### src/albs_pkg.sv
// Shared types and constants for the addressable LED bit serializer.
// Holds the input, result and configuration structs, function codes and register indexes.
// No dependencies.
package albs_pkg;

    localparam int PINS_W = 32;
    localparam int WORD_W = 32;
    localparam int DUR_W  = 16;
    localparam int TICK_W = 24;
    localparam int POS_W  = 5;
    localparam int IDX_W  = 3;

    // Function codes carried in the input item.
    localparam logic [1:0] FUNC_IDLE = 2'd0;
    localparam logic [1:0] FUNC_WORD = 2'd1;
    localparam logic [1:0] FUNC_END  = 2'd2;

    // Configuration register indexes.
    localparam logic [IDX_W-1:0] CFG_PIN_MASK    = 3'd0;
    localparam logic [IDX_W-1:0] CFG_T0_HIGH     = 3'd1;
    localparam logic [IDX_W-1:0] CFG_T0_LOW      = 3'd2;
    localparam logic [IDX_W-1:0] CFG_T1_HIGH     = 3'd3;
    localparam logic [IDX_W-1:0] CFG_T1_LOW      = 3'd4;
    localparam logic [IDX_W-1:0] CFG_RESET_TICKS = 3'd5;

    // Register values after reset.
    localparam logic [PINS_W-1:0] PIN_MASK_RST    = 32'd0;
    localparam logic [DUR_W-1:0]  T0_HIGH_RST     = 16'd20;
    localparam logic [DUR_W-1:0]  T0_LOW_RST      = 16'd57;
    localparam logic [DUR_W-1:0]  T1_HIGH_RST     = 16'd60;
    localparam logic [DUR_W-1:0]  T1_LOW_RST      = 16'd12;
    localparam logic [TICK_W-1:0] RESET_TICKS_RST = 24'd2400000;

    typedef struct packed {
        logic [1:0]        func;
        logic [WORD_W-1:0] data_word;
    } t_in;

    typedef struct packed {
        logic [PINS_W-1:0] pins;
        logic              ready_res;
        logic              dropped;
        logic              frame_done;
    } t_out;

    typedef struct packed {
        logic [PINS_W-1:0] pin_mask;
        logic [DUR_W-1:0]  t0_high;
        logic [DUR_W-1:0]  t0_low;
        logic [DUR_W-1:0]  t1_high;
        logic [DUR_W-1:0]  t1_low;
        logic [TICK_W-1:0] reset_ticks;
    } t_cfg;

endpackage

### src/albs_cfg.sv
// Configuration register bank of the addressable LED bit serializer.
// Depends on albs_pkg for the register indexes, reset values and the t_cfg struct.
module albs_cfg (
    input  logic                         i_clk,
    input  logic                         i_rst_n,
    input  logic                         i_cfg_valid,
    output logic                         o_cfg_ready,
    input  logic [albs_pkg::IDX_W-1:0]   i_cfg_index,
    input  logic [31:0]                  i_cfg_data,
    output albs_pkg::t_cfg               o_cfg
);
    import albs_pkg::*;

    t_cfg r_cfg;

    assign o_cfg_ready = 1'b1;
    assign o_cfg       = r_cfg;

    always_ff @(posedge i_clk) begin
        if (!i_rst_n) begin
            r_cfg.pin_mask    <= PIN_MASK_RST;
            r_cfg.t0_high     <= T0_HIGH_RST;
            r_cfg.t0_low      <= T0_LOW_RST;
            r_cfg.t1_high     <= T1_HIGH_RST;
            r_cfg.t1_low      <= T1_LOW_RST;
            r_cfg.reset_ticks <= RESET_TICKS_RST;
        end else if (i_cfg_valid) begin
            unique case (i_cfg_index)
                CFG_PIN_MASK:    r_cfg.pin_mask    <= i_cfg_data[PINS_W-1:0];
                CFG_T0_HIGH:     r_cfg.t0_high     <= i_cfg_data[DUR_W-1:0];
                CFG_T0_LOW:      r_cfg.t0_low      <= i_cfg_data[DUR_W-1:0];
                CFG_T1_HIGH:     r_cfg.t1_high     <= i_cfg_data[DUR_W-1:0];
                CFG_T1_LOW:      r_cfg.t1_low      <= i_cfg_data[DUR_W-1:0];
                CFG_RESET_TICKS: r_cfg.reset_ticks <= i_cfg_data[TICK_W-1:0];
                default: begin
                end
            endcase
        end
    end

endmodule

### src/albs_core.sv
// Waveform sequencer of the addressable LED bit serializer: pulse state and result register.
// Depends on albs_pkg for the item structs, function codes and the t_cfg struct.
module albs_core #(
    parameter int PIN_COUNT = 32
) (
    input  logic             i_clk,
    input  logic             i_rst_n,
    input  albs_pkg::t_cfg   i_cfg,
    input  logic             i_in_valid,
    output logic             o_in_ready,
    input  albs_pkg::t_in    i_in_data,
    output logic             o_out_valid,
    input  logic             i_out_ready,
    output albs_pkg::t_out   o_out_data
);
    import albs_pkg::*;

    typedef enum logic [1:0] {
        PH_IDLE  = 2'd0,
        PH_HIGH  = 2'd1,
        PH_LOW   = 2'd2,
        PH_LATCH = 2'd3
    } t_phase;

    t_phase              r_phase, n_phase, ph_a;
    logic [TICK_W-1:0]   r_tick_left, n_tick_left, tl_a, tl_dec;
    logic [WORD_W-1:0]   r_bit_shift, n_bit_shift;
    logic [POS_W-1:0]    r_bit_position, n_bit_position, pos_nxt;
    logic                r_out_valid;
    t_out                r_out, n_out;
    logic [PINS_W-1:0]   pin_limit;
    logic                accept;
    logic                idle_now;
    logic                offer;

    // Bytes go out in order 0..3, each byte MSB first.
    function automatic logic bit_at(input logic [WORD_W-1:0] shift,
                                    input logic [POS_W-1:0] pos);
        logic [POS_W-1:0] idx;
        idx = {pos[4:3], ~pos[2:0]};
        return shift[idx];
    endfunction

    function automatic logic [TICK_W-1:0] dur(input logic [DUR_W-1:0] d);
        return (d == '0) ? TICK_W'(1) : TICK_W'(d);
    endfunction

    always_comb begin
        for (int i = 0; i < PINS_W; i++) begin
            pin_limit[i] = (i < PIN_COUNT);
        end
    end

    assign o_in_ready  = !r_out_valid || i_out_ready;
    assign accept      = i_in_valid && o_in_ready;
    assign o_out_valid = r_out_valid;
    assign o_out_data  = r_out;

    always_comb begin
        idle_now    = (r_phase == PH_IDLE);
        offer       = (i_in_data.func == FUNC_WORD) || (i_in_data.func == FUNC_END);
        ph_a        = r_phase;
        tl_a        = r_tick_left;
        n_bit_shift = r_bit_shift;
        n_bit_position = r_bit_position;
        n_out.ready_res  = idle_now;
        n_out.dropped    = offer && !idle_now;
        n_out.frame_done = 1'b0;

        if (offer && idle_now) begin
            if (i_in_data.func == FUNC_WORD) begin
                n_bit_shift    = i_in_data.data_word;
                n_bit_position = '0;
                ph_a           = PH_HIGH;
                tl_a = bit_at(i_in_data.data_word, '0) ? dur(i_cfg.t1_high)
                                                        : dur(i_cfg.t0_high);
            end else begin
                ph_a = PH_LATCH;
                tl_a = (i_cfg.reset_ticks == '0) ? TICK_W'(1) : i_cfg.reset_ticks;
            end
        end

        n_out.pins = (ph_a == PH_HIGH) ? (i_cfg.pin_mask & pin_limit) : '0;

        n_phase     = ph_a;
        n_tick_left = tl_a;
        tl_dec      = tl_a - TICK_W'(1);
        pos_nxt     = n_bit_position + POS_W'(1);
        if (ph_a != PH_IDLE) begin
            n_tick_left = tl_dec;
            if (tl_dec == '0) begin
                unique case (ph_a)
                    PH_HIGH: begin
                        n_phase     = PH_LOW;
                        n_tick_left = bit_at(n_bit_shift, n_bit_position)
                                      ? dur(i_cfg.t1_low) : dur(i_cfg.t0_low);
                    end
                    PH_LOW: begin
                        if (n_bit_position == '1) begin
                            n_phase        = PH_IDLE;
                            n_bit_position = '0;
                        end else begin
                            n_bit_position = pos_nxt;
                            n_phase        = PH_HIGH;
                            n_tick_left    = bit_at(n_bit_shift, pos_nxt)
                                             ? dur(i_cfg.t1_high) : dur(i_cfg.t0_high);
                        end
                    end
                    PH_LATCH: begin
                        n_phase          = PH_IDLE;
                        n_out.frame_done = 1'b1;
                    end
                    default: begin
                    end
                endcase
            end
        end
    end

    always_ff @(posedge i_clk) begin
        if (!i_rst_n) begin
            r_phase        <= PH_IDLE;
            r_tick_left    <= '0;
            r_bit_shift    <= '0;
            r_bit_position <= '0;
            r_out_valid    <= 1'b0;
            r_out          <= '0;
        end else begin
            if (accept) begin
                r_phase        <= n_phase;
                r_tick_left    <= n_tick_left;
                r_bit_shift    <= n_bit_shift;
                r_bit_position <= n_bit_position;
                r_out_valid    <= 1'b1;
                r_out          <= n_out;
            end else if (i_out_ready) begin
                r_out_valid    <= 1'b0;
            end
        end
    end

`ifndef SYNTHESIS
    // An idle sequencer always sits at the start of a word with no count left.
    a_idle_clean: assert property (@(posedge i_clk) disable iff (!i_rst_n)
        (r_phase == PH_IDLE) |-> (r_tick_left == '0 && r_bit_position == '0))
        else $error("idle phase with leftover count or position");

    // Any active phase still has at least its current tick to run.
    a_busy_count: assert property (@(posedge i_clk) disable iff (!i_rst_n)
        (r_phase != PH_IDLE) |-> (r_tick_left != '0))
        else $error("active phase with zero ticks left");

    // The latch period ends with the pins low.
    a_done_low: assert property (@(posedge i_clk) disable iff (!i_rst_n)
        (r_out_valid && r_out.frame_done) |-> (r_out.pins == '0))
        else $error("frame done reported with pins driven");

    // A word or frame end offered while the block is busy is flagged as dropped.
    a_drop_busy: assert property (@(posedge i_clk) disable iff (!i_rst_n)
        (accept && offer && r_phase != PH_IDLE) |=> (r_out.dropped && !r_out.ready_res))
        else $error("busy offer not flagged as dropped");
`endif

endmodule

### src/addressable_led_bit_serializer_top.sv
// Top level of the addressable LED bit serializer.
// Depends on albs_pkg, albs_cfg and albs_core.
//
// Each input transfer is one tick of the LED waveform: func selects an idle
// tick, a tick that offers a 32-bit word, or a tick that ends the frame. A word
// is sent as 32 pulses, byte 0 first and each byte MSB first; every pulse is a
// high interval on the masked pins followed by a low interval, with lengths
// taken from the configuration registers. Frame end holds the pins low for
// reset_ticks and flags frame_done on the last tick.
// Every input transfer yields exactly one registered result transfer,
// from a single result register; a new tick is taken every cycle, so the
// waveform runs at one tick per clock while the receiver keeps ready high.
// When the receiver stalls, the result register holds and input ready drops
// until that result is taken; the waveform only advances on accepted ticks.
// A word or frame end offered while busy is flagged dropped.
// Reset loads the register defaults and leaves the sequencer idle with no
// result pending. Configuration writes are taken every cycle.
module addressable_led_bit_serializer_top #(
    parameter int PIN_COUNT = 32
) (
    input  logic                         i_clk,
    input  logic                         i_rst_n,
    input  logic                         i_cfg_valid,
    output logic                         o_cfg_ready,
    input  logic [albs_pkg::IDX_W-1:0]   i_cfg_index,
    input  logic [31:0]                  i_cfg_data,
    input  logic                         i_in_valid,
    output logic                         o_in_ready,
    input  albs_pkg::t_in                i_in_data,
    output logic                         o_out_valid,
    input  logic                         i_out_ready,
    output albs_pkg::t_out               o_out_data
);
    import albs_pkg::*;

    t_cfg cfg;

    albs_cfg u_cfg (
        .i_clk       (i_clk),
        .i_rst_n     (i_rst_n),
        .i_cfg_valid (i_cfg_valid),
        .o_cfg_ready (o_cfg_ready),
        .i_cfg_index (i_cfg_index),
        .i_cfg_data  (i_cfg_data),
        .o_cfg       (cfg)
    );

    albs_core #(
        .PIN_COUNT (PIN_COUNT)
    ) u_core (
        .i_clk       (i_clk),
        .i_rst_n     (i_rst_n),
        .i_cfg       (cfg),
        .i_in_valid  (i_in_valid),
        .o_in_ready  (o_in_ready),
        .i_in_data   (i_in_data),
        .o_out_valid (o_out_valid),
        .i_out_ready (i_out_ready),
        .o_out_data  (o_out_data)
    );

endmodule
### config.mk
export PLATFORM = sky130hd
export DESIGN_NAME = addressable_led_bit_serializer_top
export DESIGN_NICKNAME = d
export VERILOG_FILES = /design/src/albs_pkg.sv /design/src/albs_cfg.sv /design/src/albs_core.sv /design/src/addressable_led_bit_serializer_top.sv
export SDC_FILE = /design/constraint.sdc
export NUM_CORES = 1
export LEC_CHECK = 0
export BUFFER_PORTS_ARGS = -buffer_cell sky130_fd_sc_hd__clkbuf_2
export CELL_PAD_IN_SITES_DETAIL_PLACEMENT = 2
export CELL_PAD_IN_SITES_GLOBAL_PLACEMENT = 2
export CORE_UTILIZATION = 31
export CTS_CLUSTER_DIAMETER = 60
export DETAILED_ROUTE_END_ITERATION = 8
export PLACE_DENSITY = 0.73
export SYNTH_ARGS = -nofsm -noshare
export SYNTH_HDL_FRONTEND = slang
export SYNTH_SLANG_ARGS = --single-unit
### constraint.sdc
create_clock -name i_clk -period 4.2 [get_ports i_clk]
set_clock_uncertainty 0.1 [all_clocks]
set_input_delay 0 -clock i_clk [delete_from_list [all_inputs] [get_ports i_clk]]
set_output_delay 0 -clock i_clk [all_outputs]
set_load 0.01 [all_outputs]
-- After elaboration in Yosys (flattened, before gate mapping)
Index checks and enable logic that the tools add are counted.
Widths: inputs -> output; s select.
- bits in read-only memories: 0
- bits in registers: 219
- latch bits: 0
- memories: 0
- input bits: 74
- RAM bits: 0
- word-level logic and storage cells: 93
- muxes and demuxes: 38
- bitwise operators: 2
- shifts and indexed selects: 0
- add/sub/neg operators: 2
- div/mod/pow operators: 0
- equality and inequality tests: 11
- $lt $le $gt $ge: 2
- reductions and logical operators: 23
- multipliers: 0
- operator list (kind ; number):
    $mux 24 ; 9
    $mux 32 ; 3
    $logic_not 16->1 ; 4
    $mux 16 ; 4
    $logic_not 24->1 ; 2
    $pmux 24 s2 ; 1
    $mux 5 ; 6
    $sub 24x1->24 const B ; 1
    $lt 5x6->1 const B ; 2
    $reduce_and 2->1 ; 6
    $bmux 1 s5 ; 2
    $mux 1 ; 8
    $mux 2 ; 4
    $eq 2x2->1 const B ; 3
    $eq 3x2->1 const B ; 2
    $eq 3x3->1 const B ; 2
    $not 3->3 ; 2
    $pmux 2 s3 ; 1
    $add 5x1->5 const B ; 1
    $eq 5x5->1 const B ; 1
    $eq 2x1->1 const B ; 2
    $reduce_bool 2->1 ; 2
    $eq 3x1->1 const B ; 1
    $logic_and 1x1->1 ; 3
    4 further kinds ; 6

-- Depth between registers and ports, before layout
Gate-level depths: netlist (run 1).
- word-level depth: 13
- gate-level depth with buffers: 23

-- Modules after synthesis
From an unflattened synthesis (run 1), not the netlist that was laid out.
- cells, all modules: 1333
- area total of the unflattened synthesis: 11379.7 um^2
- modules (own cells, without submodules) (module ; times used ; cells an instance ; area an instance (um^2) ; sequential area each (um^2)):
    albs_core ; 1 ; 883 ; 6757.7 ; 1981.9
    albs_cfg ; 1 ; 450 ; 4621.9 ; 2402.3

-- Least setup slack after synthesis (run 1)
OpenSTA, ideal clock, no wires.
- kind: in2reg
- start: in i_in_data[33] (netlist name)
- end: reg u_core.r_tick_left[10]
- setup slack: -0.105 ns
- stages on the path: 21
- required time: 3.994 ns
- setup time: 0.106 ns
- path buffers: 5
- arrival: 4.099 ns
- cells stage by stage: inv_1 ha_1 buf_6 or4b_1 clkbuf_1 clkbuf_1 and2_1 ha_1 clkbuf_1 xnor2_1 mux2_2 nand2_1 o2111ai_1 o41ai_1 o22ai_2 buf_2 mux2i_1 o22a_1 o21ai_0 nand4_1 o311ai_0
- longest elaborated chain between the ends: 13
- ends and longest elaborated chain (item ; RTL line ; source):
    start: declaration ; addressable_led_bit_serializer_top.sv:29 ; input albs_pkg::t_in i_in_data,
    $eq 2x1->1 or $eq 2x2->1 (tied branches) ; albs_core.sv:61, albs_core.sv:71 ;
    $logic_or 1x1->1 ; albs_core.sv:61 ; offer = (i_in_data.func == FUNC_WORD) || (i_in_data.func == FUNC_END);
    $logic_and 1x1->1 ; albs_core.sv:70 ; if (offer && idle_now) begin
    $mux 5 ; albs_core.sv:70 ;
    $add 5x1->5 ; albs_core.sv:88 ; pos_nxt = n_bit_position + POS_W'(1);
    $not 3->3 ; albs_core.sv:40 ; idx = {pos[4:3], ~pos[2:0]};
    $bmux 1 s5 ; albs_core.sv:41 ; return shift[idx];
    $mux 1 (not written as such) ; albs_core.sv:41 ;
    $mux 24 ; albs_core.sv:106 ; ? dur(i_cfg.t1_high) : dur(i_cfg.t0_high);
    $mux 24 ; albs_core.sv:99 ; if (n_bit_position == '1) begin
    $pmux 24 s2 ; albs_core.sv:92 ; unique case (ph_a)
    $mux 24 ; albs_core.sv:91 ; if (tl_dec == '0) begin
    $mux 24 (*) ; albs_core.sv:89 ; if (ph_a != PH_IDLE) begin
    end signal: assignment ; albs_core.sv:131 ; r_tick_left <= n_tick_left;
    end: declaration ; albs_core.sv:26 ; logic [TICK_W-1:0] r_tick_left, n_tick_left, tl_a, tl_dec;
Every way passes the cells marked *; elsewhere a longest branch is shown, timed or not. The select of a mux whose other input is x is not followed.
A chain may end at the register's enable or synchronous reset.

-- Final worst setup path (run 1)
- start: reg u_cfg.r_cfg (netlist bit u_cfg.o_cfg[73])
- end: reg u_core.r_bit_position[0]
- longest elaborated chain between the ends: 9
- ends and longest elaborated chain (item ; RTL line ; source):
    start: declaration ; albs_cfg.sv:14 ; t_cfg r_cfg;
    $logic_not 16->1 ; albs_core.sv:45 ; return (d == '0) ? TICK_W'(1) : TICK_W'(d);
    $mux 16 (*) ; albs_core.sv:45 ;
    $mux 24 (*) ; albs_core.sv:75 ; tl_a = bit_at(i_in_data.data_word, '0) ? dur(i_cfg.t1_high)
    $mux 24 (*) ; albs_core.sv:71 ; if (i_in_data.func == FUNC_WORD) begin
    $mux 24 (*) ; albs_core.sv:70 ;
    $sub 24x1->24 (*) ; albs_core.sv:87 ; tl_dec = tl_a - TICK_W'(1);
    $logic_not 24->1 (*) ; albs_core.sv:91 ;
    $mux 5 (*) ; albs_core.sv:91 ;
    $mux 5 (*) ; albs_core.sv:89 ;
    end signal: assignment ; albs_core.sv:133 ; r_bit_position <= n_bit_position;
    end: declaration ; albs_core.sv:28 ; logic [POS_W-1:0] r_bit_position, n_bit_position, pos_nxt;
Every way passes the cells marked *; elsewhere a longest branch is shown, timed or not.

==> summary.md, run 1 <==
| Metric | Value |
|---|---|
| Antenna-violating nets left | 0 |
| Drt drc | 0 |
| Status | finished with violations |
| Clock Path Buffers | 3 |
| FF-to-FF path depth | 18 |
| Drt pass-1 iters | 4 |
| CORE AREA | 34,700 sq um |
| Final Hold Fails | 0 |
| WL final | 47.8 mm |
| Number of enable flip-flop cells after synthesis | 0 |
| Tmin final | about 4.2 ns |
| Max incr delay on CP | 0.55 ns |
| CTS tree | yes |
| CP max FO | 8 |
| Crit path arrival time | 4.63 ns |
| Failing checks | negative setup slack |
| Worst hold slack | 0.0607 ns |
| Clock-pin slew on the worst setup and hold paths | approximately 0.060 ns |
| WHS Path Cells | 6 |
| Synth warnings | 0 |
| I/O Buffers | 110 |
| CP Cell Sequence | or4_4, nor4_4, a31o_4, a22o_1, nand2b_4, inv_1, ha_1, buf_4, xnor2_2, nor4_2, o211ai_1, nor4_1, nand4_1, buf_12, buf_8, buf_4, nor4_4, o21a_1 |
| Setup crit end kind | register |
| Ys flop type | dfxtp_1 |
| Dpl cells | 2,017 |
| Slowest stage cell, crit path | or4_4 |
| Yosys top cell by area | dfxtp_1 |
| Pwr Total | between 5 and 6 mW |
| Synth cell types | 73 |
| Critical path class | register to register |
| Die Span X | 190 um |
| Top area cells in the synthesized netlist | dfxtp_1 40%, nand2_1 14%, a21oi_1 10% |
| Syn Area/Cell | between 7 and 8 sq um |
| Worst-Skew Late Latency | 0.58 ns |
| Sequential element share of the synthesized area | 0.399 |
| CTS Buf Count | 28 |
| Count leader, synth | nand2_1 |
| Dpl cell area | roughly 12,000 sq um |
| DRT iter0 DRCs | approximately 550 |
| Synth top cells by count | 398 x nand2_1, 220 x a21oi_1, 219 x dfxtp_1 |
| Root Buffer | clkbuf_16 |
| Total global-route track usage | 0.262 |
| Final instance area | 14,400 sq um |
| Slew HR | 0.155 |
| Diode count | 0 |
| H-tree Lvls | 1 |
| Post-Syn Area | 11,000 sq um |
| Largest net degree at the start of global routing | 67 |
| Buf/Inv on CP | 5 |
| Peak VDD IR | 321 uV |
| #FFs+latches synth | 219 |
| I/O pin total | 112 |
| Initial Utilization | 0.317 |
| Cells after Synth | between 1,000 and 1,500 |
| Share of layout cells above drive strength 1 | 0.193 |
| Die span in y | 190 um |
| Async SR Flop Fraction | 0 |
| Fmax | roughly 240 MHz |
| Average vias per placed instance | between 5 and 6 |
| Worst Setup Start Kind | register |
| First-pass GRT wire length | approximately 74 mm |
| Max cap viols | 0 |
| Area grow syn2layout | 31.3% |
| Final-report max-slew violation count | 0 |
| Gpl congestion | 0.898 |
| Final Util | 0.416 |
| HP Class | input pin to register |
| TNS Setup | -0.0131 ns |
| Antenna violations before repair | 0 |
| Levels on crit path | 18 |
| CTS Sinks | between 200 and 250 |
| Pwr Density | 393 nW/um^2 |
| Vias | 11,810 |
| Crit-path leading delay family | simple AND/OR/NAND/NOR gates |
| Post-detail-place hpwl | 32.5 mm |
| Worst EP required | 4.62 ns |
| Post-route setup slack | -0.0131 ns |
| Period Utilization, post-route | 1.00 |
| Setup violations, final | 1 |
| Fin cells | 2,150 |
| Vias in the first global route | ~13,000 |
| Routed length per instance | 22.2 um |
| Layout net count | 1,754 |
| Die area | 36,200 sq um |
| P_leak | 5.35 nW |
| Yosys top cell area share | 0.399 |
| Overflow left after global routing | 0 |
| Syn Nets | around 1,500 |
| Number of core rows | 68 |
| Worst-Margin Slew | 1.26 ns |
| Setup slack at placement | -0.167 ns |
logic make-up after synthesis:
logic type	synth area share
flops	0.399
simple gates	0.274
fa+ha+maj	0.00569
other cells	0.000341
xor+xnor	0.0175
buf+inv	0.0435
compound gates	0.189
mux	0.0705
worst reg2reg max path, delay by kind of cell, from the launching register on:
kind / cells / cell delay (ns)
flops: 1 / 0.32
compound gates: 4 / 0.74
simple gates: 7 / 1.97
fa+ha+maj: 1 / 0.19
xor+xnor: 1 / 0.15
buf+inv: 5 / 0.68
power breakdown:
part           switching (mW)  leakage, nW  internal (mW)  total, mW
Sequential             0.0540         1.78           2.14       2.19
Combinational           0.597         3.12          0.369      0.967
Clock                    1.02        0.461           1.50       2.52
registers in the layout, indices dropped and copies added (netlist names):
name                   count
u_core.o_out_valid         1
u_cfg.o_cfg              120
u_core.r_bit_shift        32
u_core.r_bit_position      5
u_core.r_tick_left        24
u_core.o_out_data         35
u_core.r_phase             2
final cells by class:
cell class / instances / area (sq um)
Clock buffer: 38 / 788
Multi-Input combinational cell: 1125 / 6340
Clock inverter: 12 / 171
Timing Repair Buffer: 289 / 2130
Sequential cell: 219 / 4380
Inverter: 12 / 50.0
Fill cell: 3956 / 20300
Tap cell: 455 / 569
routing by layer:
| metal | share of wire | vias to the layer above | GRT usage |
|---|---|---|---|
| met2 | 0.49 | 213 | 0.454 |
| met4 | 0.024 | 0 | 0.0662 |
| met5 | 0 | - | 0 |
| li1 | - | 5542 | - |
| met1 | 0.46 | 5985 | 0.344 |
| met3 | 0.035 | 70 | 0.0287 |
worst paths after layout:
path / start / to / slack, ns
hold / removal: i_cfg_valid / u_cfg.o_cfg[38] / 0.06
hold reg to reg: u_core.o_out_data[19] / u_core.o_out_data[19] / 0.36
setup reg to reg: u_cfg.o_cfg[73] / u_core.r_bit_position[0] / -0.01
setup / recovery: u_cfg.o_cfg[73] / u_core.r_bit_position[0] / -0.01
cell usage in the layout, fill, tap and decap left out, types with 7 or more instances in the layout:
cell / instances
a211oi_1: 19
a21oi_1: 219
a31oi_1: 8
and3_1: 7
buf_4: 97
clkbuf_16: 28
clkbuf_2: 110
dfxtp_1: 219
dlygate4sd3_1: 78
inv_1: 11
mux2_2: 11
mux2i_1: 37
mux4_2: 12
nand2_1: 397
nand2b_1: 15
nand3_1: 83
nand4_1: 10
nor2_1: 63
nor2b_1: 7
nor3_1: 23
nor4_1: 23
o21ai_0: 30
or3_1: 10
xnor2_1: 9
xor2_1: 11
repair_timing:
item | in CTS | in global routing
endpoints found under the hold margin | 166 | 0
endpoints found under the setup margin | 7 | 24
pin swaps | 0 | 10
hold buffers | 78 | 0
buffers inserted | 0 | 6
gates resized for setup | 2 | 35
(Power assumes the default switching activity.)
==> inputs of run 2 (changes only) <==
ABC_AREA = 1   (was unset)
CORE_UTILIZATION = 29   (was 31)
==> run 2 against run 1 <==
Effect of this change: the flow now finishes without violations; first-iteration DRC count grew 25%; sequential share of layout area down 2.1 points; register-to-register slack better by 0.32 ns; setup slack better by 0.32 ns; via count is 21% higher; critical path depth is 3 higher; core utilization decreased by 4.9 points; clock power grew 15%; global-route usage up 0.64 points; largest power group unchanged.
==> summary.md, run 2 <==
| Metric | Value |
|---|---|
| Pwr Density | 453 nW/um^2 |
| Worst Setup Start Kind | register |
| Area grow syn2layout | 23.7% |
| Peak VDD IR | 303 uV |
| Met2 Track Usage GR | 0.465 |
| Fillers | 5,140 |
| Vias in the first global route | about 16,000 |
| Root Buffer | clkbuf_16 |
| #FFs+latches synth | around 220 |
| Final instance area | 15,500 sq um |
| Combinational power share | 0.266 |
| Slowest stage cell, crit path | xor2_1 |
| Sequential share of power | 0.321 |
| Clock Path Buffers | 3 |
| Sequential element share of the synthesized area | 0.350 |
| NetSw | ~2.5 mW |
| Clock group share of total power | 0.413 |
| Net switching fraction of the power | 0.352 |
| Max cap viols | 0 |
| Setup crit end kind | register |
| Drt pass-1 iters | 5 |
| TNS Setup | 0 ns |
| CTS Buf Count | 31 |
| Syn Nets | 2,086 |
| CTS Sinks | 219 |
| Status | complete, no violations |
| Max incr delay on CP | roughly 0.42 ns |
| Final Hold Fails | 0 |
| Crit-path leading delay family | simple AND/OR/NAND/NOR gates |
| Most common cell after layout, fill and taps aside | nand2_1 |
| Routed length per instance | 21.8 um |
| Gpl congestion | 0.880 |
| Synth warnings | 0 |
| Setup violations, final | 0 |
| Die area | 44,000 sq um |
| Share of layout cells above drive strength 1 | 0.122 |
| Vias | 14,309 |
| Overflow left after global routing | 0 |
| RSZ-0062 raised after global routing | false |
| Critical path class | register to register |
| Drt drc | 0 |
| Post-detail-place hpwl | slightly above 40 mm |
| CTS tree | yes |
| I/O Buffers | 110 |
| Average vias per placed instance | about 5.3 |
| Count leader, synth | nand2_1 |
| Async SR Flop Fraction | 0 |
| DRT iter0 DRCs | around 700 |
| Post-Syn Area | 12,500 sq um |
| First-pass GRT wire length | 91.9 mm |
| GRT busiest layer | met2 |
| Synth cell types | 39 |
| Max FFs per register | 120 |
| H-tree Lvls | 1 |
| Die Span X | 210 um |
| Synth top cells by count | 535 x nand2_1, 240 x nor2_1, 230 x nand3_1 |
| Worst-Skew Late Latency | 0.60 ns |
| Top area cells in the synthesized netlist | dfxtp_1 35%, nand2_1 16%, nand3_1 9.2% |
| Worst-Margin Slew | 1.11 ns |
| Total global-route track usage | 0.268 |
| HP Class | input pin to register |
| Pwr Total | roughly 7.0 mW |
| Die span in y | 210 um |
| CORE AREA | 42,200 sq um |
| Final-report max-slew violation count | 0 |
| Layout net count | 2,234 |
| Cells after Synth | between 2,000 and 2,500 |
| Initial Utilization | 0.297 |
| Post-CTS Setup Inserts | 0 |
| Buf/Inv on CP | 2 |
| Yosys top cell by area | dfxtp_1 |
| Fmax | between 200 and 300 MHz |
| Dpl cell area | 13,600 sq um |
| Commonest cells after routing, fill and taps aside | 534 x nand2_1, 238 x nor2_1, 230 x nand3_1 |
| Period Utilization, post-route | 0.926 |
| Tmin final | 3.89 ns |
| Worst EP required | 4.62 ns |
| Number of enable flip-flop cells after synthesis | 0 |
| I/O pin total | 112 |
| Antenna-violating nets left | 0 |
| P_leak | 7.24 nW |
| Crit path arrival time | between 4 and 5 ns |
| Number of core rows | 75 |
| Slew HR | 0.258 |
| CP Cell Sequence | nor2_4, nand2_4, nor2_4, inv_2, a21oi_1, nor2_1, ha_1, nand3_1, nor2_4, nand2_1, xor2_1, nand3_1, nor2_1, nand3_1, nor2_4, nand2_4, inv_2, nand2_1, nand3_1, nand2_1, a21oi_1 |
| Area of the multi-input gates | 6800 sq um |
| WL final | around 59 mm |
| CP max FO | 13 |
| Internal | 4.55 mW |
| Yosys top cell area share | 0.350 |
| Met3 Usage GRT | 0.0328 |
| Register area | ~4400 sq um |
| Largest net degree at the start of global routing | slightly below 90 |
| Antenna violations before repair | 2 |
| Grt met1 use | 0.343 |
| Syn Area/Cell | 6.24 sq um |
| Ys flop type | dfxtp_1 |
| Clock-pin slew on the worst setup and hold paths | 0.06 ns |
[run 2: cells by family after synthesis]
group                      share of synthesized area
and+or+nand+nor                                0.370
DFF                                            0.350
xor gates and xnor gates                     0.00480
adders and majority gates                    0.00500
other                                       0.000300
buffers and inverters                          0.108
AOI/OAI and AO/OA                              0.162
[run 2: final cells by class]
type                       instances  area share
multi-input combinational       1452       0.439
sequential                       219       0.283
timing repair buffer             223       0.107
clock buffer                      42      0.0566
inverter                         228      0.0554
tap                              539      0.0435
clock inverter                    15      0.0158
antenna                            1    0.000162
[run 2: routing by layer]
layer  vias to the layer above  part of all wire  routed length (um)
li1                       6790                 -                   -
met1                      7165              0.46               27100
met2                       241              0.48               28200
met3                       111             0.031                1830
met4                         2             0.034                2010
met5                         -           0.00015                   9
[run 2: stage by stage]
stage,cells,hold WS (ns),utilization,setup WS (ns)
6_report,2719,0.0509,0.367,0.309
5_1_grt,2719,0.0782,0.367,0.0237
4_1_cts,2718,0.0190,0.367,0.308
3_5_place_dp,2580,0.134,0.321,0.308
3_3_place_gp,2580,0.122,0.321,0.391
2_1_floorplan,2007,0.0261,-,1.08
[run 2: path summary, 6_finish.rpt]
path,to,start,depth (start not counted),slack [ns]
worst min register to register,u_core.r_tick_left[9],u_core.r_tick_left[9],2,0.36
worst min-delay path,u_core.o_out_data[1],i_in_data[32],5,0.05
worst max-delay path,u_core.r_tick_left[4],u_core.r_phase[0],21,0.31
worst max register to register,u_core.r_tick_left[4],u_core.r_phase[0],21,0.31
[run 2: worst reg2reg max path, delay by kind of cell, from the launching register on]
family                   cells  cell delay [ns]
adder cells (fa/ha/maj)      1             0.21
buffers and inverters        2             0.24
AO/OA/AOI/OAI                2             0.37
XOR/XNOR                     1             0.42
flip-flops                   1             0.38
AND/OR/NAND/NOR             15             2.11
[run 2: power by group through the flow]
stage	Clock, mW	Sequential, mW	Combinational [mW]
after floorplan	0	2.27	1.15
after global placement	0	2.29	1.74
after detailed placement	0	2.29	1.79
after CTS	2.95	2.25	1.87
after global routing	3.01	2.26	2.06
final	2.90	2.25	1.87
[run 2: what timing repair did]
action | in CTS | in global routing
hold endpoints to repair | 162 | 0
gates resized for setup | 0 | 0
hold buffers | 81 | 0
==> inputs of run 3 (changes only) <==
CORE_ASPECT_RATIO = 0.7   (was unset)
==> run 3 against run 2 <==
Effect of this change: design area fell by 0.77%; fmax fell by 4.2%; register-to-register slack got worse by 0.17 ns; clock-buffer cell count fell by 5; sequential power barely moved; critical path depth fell by 3; largest power group unchanged; highest routed layer is now met4.
==> summary.md, run 3 (synthesis results as in run 2) <==
| Metric | Value |
|---|---|
| Most common cell after layout, fill and taps aside | nand2_1 |
| I/O Buffers | 110 |
| Pwr Density | 443 nW/um^2 |
| Max cap viols | 0 |
| Dpl cells | 2,598 |
| First-pass GRT wire length | 90.4 mm |
| Clock-pin slew on the worst setup and hold paths | 0.07 ns |
| Setup violations, final | 0 |
| Diode count | 0 |
| Combinational power share | 0.280 |
| Antenna violations before repair | 0 |
| Average vias per placed instance | between 5 and 6 |
| CTS tree | yes |
| Drt pass-1 iters | 5 |
| Peak VDD IR | 258 uV |
| Root Buffer | clkbuf_16 |
| Worst Setup Start Kind | register |
| Share of layout cells above drive strength 1 | 0.124 |
| P_leak | 7.19 nW |
| I/O pin total | ~110 |
| CP max FO | 18 |
| Die area | between 40,000 and 50,000 sq um |
| Status | complete, no violations |
| CTS Buf Count | 30 |
| Tmin final | 4.06 ns |
| Fin cells | between 2,000 and 3,000 |
| RSZ-0062 raised after global routing | false |
| Net switching fraction of the power | 0.371 |
| Total global-route track usage | 0.265 |
| Routed length per instance | 21.7 um |
| Largest net degree at the start of global routing | 87 |
| Slew HR | 0.334 |
| Final Hold Fails | 0 |
| Clock group share of total power | 0.389 |
| Layout net count | 2,234 |
| Vias in the first global route | 14,853 |
| Worst-Margin Slew | 0.998 ns |
| Setup crit end kind | register |
| Period Utilization, post-route | 0.968 |
| Gpl congestion | 0.887 |
| Antenna-violating nets left | 0 |
| Fmax | 246 MHz |
| Overflow left after global routing | 0 |
| Internal | 4.29 mW |
| Sequential share of power | 0.331 |
| Commonest cells after routing, fill and taps aside | 534 x nand2_1, 238 x nor2_1, 230 x nand3_1 |
| HP Class | input pin to register |
| CTS Sinks | 219 |
| TNS Setup | 0 ns |
| Number of core rows | 63 |
| Max FFs per register | 120 |
| H-tree Lvls | 1 |
| Post-detail-place hpwl | about 42 mm |
| WL final | 59.1 mm |
| Initial Utilization | 0.295 |
| Worst-Skew Late Latency | 0.60 ns |
| Die Span X | 250 um |
| Area grow syn2layout | 22.8% |
| Vias | roughly 14,000 |
| Crit path arrival time | 4.40 ns |
| CORE AREA | 42,500 sq um |
| DRT iter0 DRCs | 1,042 |
| Critical path class | register to register |
| Clock Path Buffers | 3 |
| Worst EP required | between 4 and 5 ns |
| Die span in y | between 150 and 200 um |
| NetSw | 2.53 mW |
| Final-report max-slew violation count | 0 |
| Drt drc | 0 |
[run 3: cell count changes in the layout (fill, tap and decap cells not counted), sizes merged]
cell and delta:
diode -1, clkinv +1, inv +4, dlygate4sd3 -5
buf +6, clkinvlp -1, bufinv -3, clkbuf -5
[run 3: layer usage]
layer / vias up / wire [um] / track usage
met5: - / 0 / 0
met4: 0 / 954 / 0.0486
met3: 61 / 3030 / 0.0373
met2: 322 / 25000 / 0.400
met1: 7192 / 30100 / 0.397
li1: 6814 / - / -
[run 3: power by group through the flow]
stage / logic (mW) / registers (mW) / clock network (mW)
after CTS: 1.87 / 2.25 / 2.70
after floorplan: 1.15 / 2.27 / 0
final: 1.90 / 2.26 / 2.65
after detailed placement: 1.80 / 2.30 / 0
after global routing: 2.08 / 2.27 / 2.79
after global placement: 1.74 / 2.29 / 0
[run 3: path summary, 6_finish.rpt]
path | slack, ns | endpoint | start | cells after the start
setup / recovery | 0.14 | u_core.r_tick_left[5] | u_core.r_phase[1] | 18
hold / removal | 0.04 | u_core.o_out_data[1] | i_in_data[32] | 5
setup reg to reg | 0.14 | u_core.r_tick_left[5] | u_core.r_phase[1] | 18
hold reg to reg | 0.37 | u_core.o_out_data[0] | u_core.o_out_data[0] | 2
[run 3: layout make-up]
cell class,count,area [sq um]
fillers,5188,27100
multi-input cells,1452,6810
flip-flops and latches,219,4380
repair buffers,224,1620
inverters,228,858
clock buffers,37,807
well taps,552,691
clock inverters,16,205
[run 3: timing repair]
| action | in CTS | in global routing |
|---|---|---|
| gates resized for setup | 0 | 1 |
| hold endpoints to repair | 175 | 0 |
| setup buffers | 0 | 1 |
| endpoints found under the setup margin | 0 | 16 |
| hold buffers | 76 | 0 |
[run 3: metrics by stage]
step	hold WS [ns]	total power [mW]	setup WS, ns	util	cell area [sq um]
2_1_floorplan	0.0261	3.43	1.08	-	12500
3_3_place_gp	0.123	4.03	0.343	0.319	13600
3_5_place_dp	0.133	4.09	0.218	0.319	13600
4_1_cts	0.0206	6.81	0.282	0.361	15300
5_1_grt	0.0685	7.14	0.0208	0.362	15400
6_report	0.0393	6.81	0.136	0.362	15400
[run 3: worst max-delay path, stage by stage, from the launching register on]
cell     delay [ns]
dfxtp_1        0.36
inv_2          0.10
nand2_2        0.08
nor2_4         0.42
buf_12         0.24
nand2_1        0.08
nand3_1        0.13
nand3_1        0.18
nand3_1        0.18
nand3_1        0.09
nand3_1        0.25
nand2_1        0.33
buf_4          0.26
o21ai_0        0.52
nand3_1        0.22
nand2_1        0.13
nand3_1        0.07
nand2_1        0.10
a21oi_1        0.06
